<file path="config.mk">
export PLATFORM = sky130hd
export DESIGN_NAME = sbrs_cell
export DESIGN_NICKNAME = d
export VERILOG_FILES = /design/src/hdl/sparse_block_range_set_defines.svh /design/src/hdl/sbrs_pkg.sv /design/src/hdl/sbrs_cell.sv
export SDC_FILE = /design/constraint.sdc
export NUM_CORES = 1
export LEC_CHECK = 0
export BUFFER_PORTS_ARGS = -buffer_cell sky130_fd_sc_hd__buf_2
export CAP_MARGIN = 20
export CELL_PAD_IN_SITES_DETAIL_PLACEMENT = 0
export CELL_PAD_IN_SITES_GLOBAL_PLACEMENT = 2
export CORE_MARGIN = 2
export CORE_UTILIZATION = 35
export CTS_CLUSTER_SIZE = 30
export DETAILED_ROUTE_END_ITERATION = 16
export GPL_TIMING_DRIVEN = 0
export PLACE_DENSITY_LB_ADDON = 0.1
export SETUP_SLACK_MARGIN = 0.02
export SYNTH_ARGS = -nofsm -noshare
export SYNTH_HDL_FRONTEND = slang
export SYNTH_SLANG_ARGS = --single-unit
</file>
<file path="constraint.sdc">
create_clock -name clk -period 8.2 [get_ports clk]
set_clock_uncertainty 0.2 [all_clocks]
set_input_delay 1.23 -clock clk [delete_from_list [all_inputs] [get_ports clk]]
set_output_delay 1.23 -clock clk [all_outputs]
set_load 0.02 [all_outputs]
</file>
<file path="src/hdl/sparse_block_range_set_defines.svh">
// ----------------------------------------------------------------------------
// Sparse block range set: assertion macros
// Shared assertion helpers, clocked on clk and disabled while rst_n is low.
// ----------------------------------------------------------------------------
`ifndef SPARSE_BLOCK_RANGE_SET_DEFINES_SVH
`define SPARSE_BLOCK_RANGE_SET_DEFINES_SVH

`ifndef SYNTHESIS
`define SBRS_ASSERT(lbl, prop, msg) \
  lbl: assert property (@(posedge clk) disable iff (!rst_n) (prop)) else $error(msg);
`define SBRS_ASSERT_ONEHOT0(lbl, vec, msg) \
  lbl: assert property (@(posedge clk) disable iff (!rst_n) $onehot0(vec)) else $error(msg);
`else
`define SBRS_ASSERT(lbl, prop, msg)
`define SBRS_ASSERT_ONEHOT0(lbl, vec, msg)
`endif

`endif

</file>
<file path="src/hdl/sbrs_pkg.sv">
// ----------------------------------------------------------------------------
// Sparse block range set: package
// Status codes and the control and flag structs shared by the cells and top.
// ----------------------------------------------------------------------------
package sbrs_pkg;

  typedef enum logic [2:0] {
    SBRS_COVERED  = 3'd0,
    SBRS_EXTENDED = 3'd1,
    SBRS_MERGED   = 3'd2,
    SBRS_NEW      = 3'd3,
    SBRS_FULL     = 3'd4
  } sbrs_status_t;

  // Compare results that a cell latches when an index is presented.
  typedef struct packed {
    logic cov;  // index lies inside this range
    logic aft;  // index is the block just after this range
    logic bef;  // index is the block just before this range
    logic lt;   // range starts below the index
    logic gt;   // range starts above the index
  } sbrs_flags_t;

  // Broadcast from the sequencer to every cell.
  typedef struct packed {
    logic eval;
    logic update;
    logic any_cov;
    logic any_aft;
    logic any_bef;
    logic merge;
    logic insert;
  } sbrs_ctrl_t;

endpackage

</file>
<file path="src/hdl/sbrs_cell.sv">
// ----------------------------------------------------------------------------
// Sparse block range set: range cell
// Holds one (start, length) slot, compares it against the broadcast index and
// takes its new contents from itself or a neighbor on the update cycle.
// ----------------------------------------------------------------------------
module sbrs_cell
  import sbrs_pkg::*;
#(
  parameter int IDX_W = 32
) (
  input  logic             clk,
  input  logic             rst_n,
  input  sbrs_ctrl_t       ctrl,
  input  logic [IDX_W-1:0] idx,
  input  logic             in_use,
  input  logic             prev_lt,
  input  logic [IDX_W-1:0] prev_start,
  input  logic [IDX_W:0]   prev_len,
  input  logic             next_bef,
  input  logic [IDX_W-1:0] next_start,
  input  logic [IDX_W:0]   next_len,
  output sbrs_flags_t      flags,
  output logic [IDX_W-1:0] start,
  output logic [IDX_W:0]   len,
  output logic             sel
);

  sbrs_flags_t      flags_r, flags_nxt;
  logic [IDX_W-1:0] start_r, start_nxt;
  logic [IDX_W:0]   len_r, len_nxt;
  logic             sel_r, sel_nxt;
  logic [IDX_W:0]   idx_x, end_x, start_x;

  assign idx_x   = {1'b0, idx};
  assign start_x = {1'b0, start_r};
  assign end_x   = start_x + len_r;

  always_comb begin
    flags_nxt     = flags_r;
    flags_nxt.cov = in_use && (idx_x >= start_x) && (idx_x < end_x);
    flags_nxt.aft = in_use && (idx_x == end_x);
    flags_nxt.bef = in_use && ((idx_x + 1'b1) == start_x);
    flags_nxt.lt  = in_use && (start_x < idx_x);
    flags_nxt.gt  = in_use && (start_x > idx_x);
  end

  always_comb begin
    start_nxt = start_r;
    len_nxt   = len_r;
    sel_nxt   = sel_r;
    if (ctrl.update) begin
      sel_nxt = 1'b0;
      if (ctrl.any_cov) begin
        sel_nxt = flags_r.cov;
      end else if (ctrl.any_aft) begin
        if (flags_r.aft) begin
          // The range grows by the index; an upper neighbor that now touches it is absorbed.
          len_nxt = len_r + 1'b1 + (next_bef ? next_len : '0);
          sel_nxt = 1'b1;
        end else if (ctrl.merge && flags_r.gt) begin
          start_nxt = next_start;
          len_nxt   = next_len;
        end
      end else if (ctrl.any_bef) begin
        if (flags_r.bef) begin
          start_nxt = idx;
          len_nxt   = len_r + 1'b1;
          sel_nxt   = 1'b1;
        end
      end else if (ctrl.insert && !flags_r.lt) begin
        if (prev_lt) begin
          start_nxt = idx;
          len_nxt   = (IDX_W+1)'(1);
          sel_nxt   = 1'b1;
        end else begin
          start_nxt = prev_start;
          len_nxt   = prev_len;
        end
      end
    end
  end

  always_ff @(posedge clk) begin
    if (!rst_n) begin
      sel_r <= 1'b0;
    end else begin
      sel_r <= sel_nxt;
    end
  end

  always_ff @(posedge clk) begin
    if (ctrl.eval) begin
      flags_r <= flags_nxt;
    end
    start_r <= start_nxt;
    len_r   <= len_nxt;
  end

  assign flags = flags_r;
  assign start = start_r;
  assign len   = len_r;
  assign sel   = sel_r;

endmodule

</file>
==> impl_metrics.tcl <==
set metrics [dict create \
    outcome "finished clean" \
    clockRootBuffer "clkbuf_16" \
    grt_pass1_vias 10100 \
    grt_pass1_wl_mm 59.2 \
    drt-wirelength-per-cell_um 20.8 \
    whs_ps 308 \
    die_w_um 174 \
    gp_congestion 0.953 \
    clk_latency_ps 360 \
    cts_setup_buffers 0 \
    area_delta_synth_final_pct 20.3 \
    hpwl_mm 32.0 \
    arrival_ps 5410 \
    place_area_mm2 0.0119 \
    async_flop_share_pct 0 \
    ios 245 \
    grt_usage_pct 25.6 \
    nFillCells 3040 \
    cts_resized 0 \
    ys_types 66 \
    rsz0062_at_grt "no" \
    start_kind "flip-flop" \
    total_power_mw 1.38 \
    avgSynthCellArea_um2 8.16 \
    h-tree-depth 3 \
    synth_area_mm2 0.0101 \
    powerDensity_mw_per_mm2 113 \
    max_cap_viol_count 0 \
    cp_max_fo 8 \
    hold_viol 0 \
    path_clk_slew_ps 70 \
    vias 10400 \
    drc_errors 0 \
    cts_buffers 9 \
    grt_max_degree 25 \
    antenna_found_initial 1 \
    finalNetCount 1808 \
    peakVddDrop_uv 89.0 \
    slew_viol_final 0 \
    crit_type "flip-flop to flip-flop" \
    maxSlewHeadroom_pct 31.5 \
    drive_above_1_share_pct 18.5 \
    vias_per_cell 5.53 \
    critPathRequiredTime_ps 8230 \
    timing.fmax_mhz 186 \
    cts_num_sinks 71 \
    min_period_ps 5380 \
    setup_tns_ps 0 \
    p_leak_nw 5.46 \
    synth.ff_latch_count 71 \
    finalInstanceArea_mm2 0.0122 \
    synthTopCellsByArea "edfxtp_1, ha_1, xnor2_1, mux2i_1, a21oi_1" \
    drt_iter0_drc 674 \
    placementRows 62 \
    dieHeight_um 174 \
    finalWorstSetupSlack_ps 2820 \
    start_util_pct 35.4 \
    synth_area_leader_cell "edfxtp_1" \
    core_mm2 0.0286 \
    dieArea_mm2 0.0303 \
    worst_slew_pin_slew_ps 1030 \
    num_antenna_cells 0 \
    finalSetupViolCount 0 \
    drtAntennaViolNets 0 \
    worstSetupEndpointType "flip-flop" \
    ctsHoldBuffers 0 \
    synthFlopType "edfxtp_1" \
    netlist_instances 1243 \
    wirelength_mm 39.3 \
    synth_edf_count 70 \
    synth_nets 1549 \
    fin_crit_sh_pct 65.6 \
    yosysWarnings 0 \
    grt-ovfl-total 0 \
    port_buffers 244 \
    yosys.area.top_type_share_pct 20.7 \
    clk_path_buf_depth 2 \
    post-place-ws_ps 2770 \
    yosysSeqAreaShare_pct 20.9 \
    cts_tree "built" \
    hold_class "flip-flop to flip-flop" \
    drtPass1Iterations 5 \
]
per-stage QoR:
stage / instances / util (%)
4_1_cts: 1890 / 42.6
3_5_place_dp: 1875 / 41.6
2_1_floorplan: 1243 / -
5_1_grt: 1890 / 42.6
6_report: 1890 / 42.6
3_3_place_gp: 1871 / 41.4
cells in the final DEF (no fill, tap or decap), drive strengths merged, types with 55 or more instances in the layout:
cell type / count
ha: 130
buf: 253
nand3: 59
nor2: 55
xnor2: 63
inv: 64
nand2: 107
o21ai: 98
a21oi: 97
edfxtp: 70
layout make-up:
cell class | count | area [um^2] | share of cell area, %
plain buffers | 38 | 145 | 1.19
clock buffers | 10 | 229 | 1.88
clock inverters | 5 | 50.0 | 0.410
inverters | 64 | 240 | 1.97
multi-input cells | 1070 | 7650 | 62.7
flip-flops and latches | 71 | 2120 | 17.4
well taps | 384 | 480 | 3.94
repair buffers | 248 | 1280 | 10.5
layer usage:
metal	wire length [um]	GRT usage, %	vias up
li1	-	-	5201
met1	18700	35.7	4847
met2	17800	41.9	352
met3	2140	2.87	42
met4	710	6.44	2
met5	13	0	-
cell families after synthesis:
group	after synthesis	synth area share (%)
mux	54	5.34
flops	71	20.9
compound gates	380	24.0
fa+ha+maj	132	16.4
simple gates	394	20.0
buf+inv	102	3.80
xor+xnor	110	9.50
state kept, by name (all words and copies together), names as in the netlist:
name,flops
start,32
sel,1
len,33
flags,5
power breakdown:
group / internal (mW) / switching, mW
registers: 0.420 / 0.0239
logic: 0.214 / 0.301
clock network: 0.232 / 0.184
cells in the mapped netlist (3+ instances only):
cell type  instances
and3_1            11
a31oi_1           12
nand4_1           28
and2_1            37
or3_1              9
a21oi_1           97
o211ai_1          10
xnor2_1           63
a21o_1            52
buf_1              3
o2111ai_1          4
or4_1              3
o21a_1            12
inv_1             64
nor3_1            28
xor2_1            47
nor2b_1           15
a31o_2             3
mux2i_1           53
nand2_1          107
a22o_1             6
a221oi_1          30
o22ai_1            5
ha_1             130
edfxtp_1          70
a22oi_1            5
and4_1             6
nor2_1            55
o21ai_0           97
nor4_1             7
o311ai_0           3
o21bai_1           9
o211a_1            3
clkbuf_1          33
o31ai_1            3
a211oi_1          11
nand3b_1           4
a311oi_1           3
a21boi_0           3
o41ai_1            3
nand3_1           58
nand2b_1          13
critical path, stage by stage (launching register included):
cell	delay (ps)
edfxtp_1	540
ha_1	280
fa_1	430
a211oi_1	240
o21bai_1	100
a21oi_1	310
o41ai_1	190
o21ai_0	500
o2111ai_1	350
a21oi_1	260
xor2_1	160
ha_1	260
a21o_1	160
a21o_1	160
a21oi_1	220
nor2b_1	180
o2111ai_1	140
a221oi_1	360
o211a_1	220
worst paths after layout:
check | cells after the start | to | slack (ps) | from
worst max-delay path | 18 | flags[4] | 2820 | len[0]
worst min-delay path | 1 | sel | 310 | sel
worst max register to register | 18 | flags[4] | 2820 | len[0]
worst min register to register | 1 | sel | 310 | sel
No activity file was read; power rests on OpenSTA's default activity.
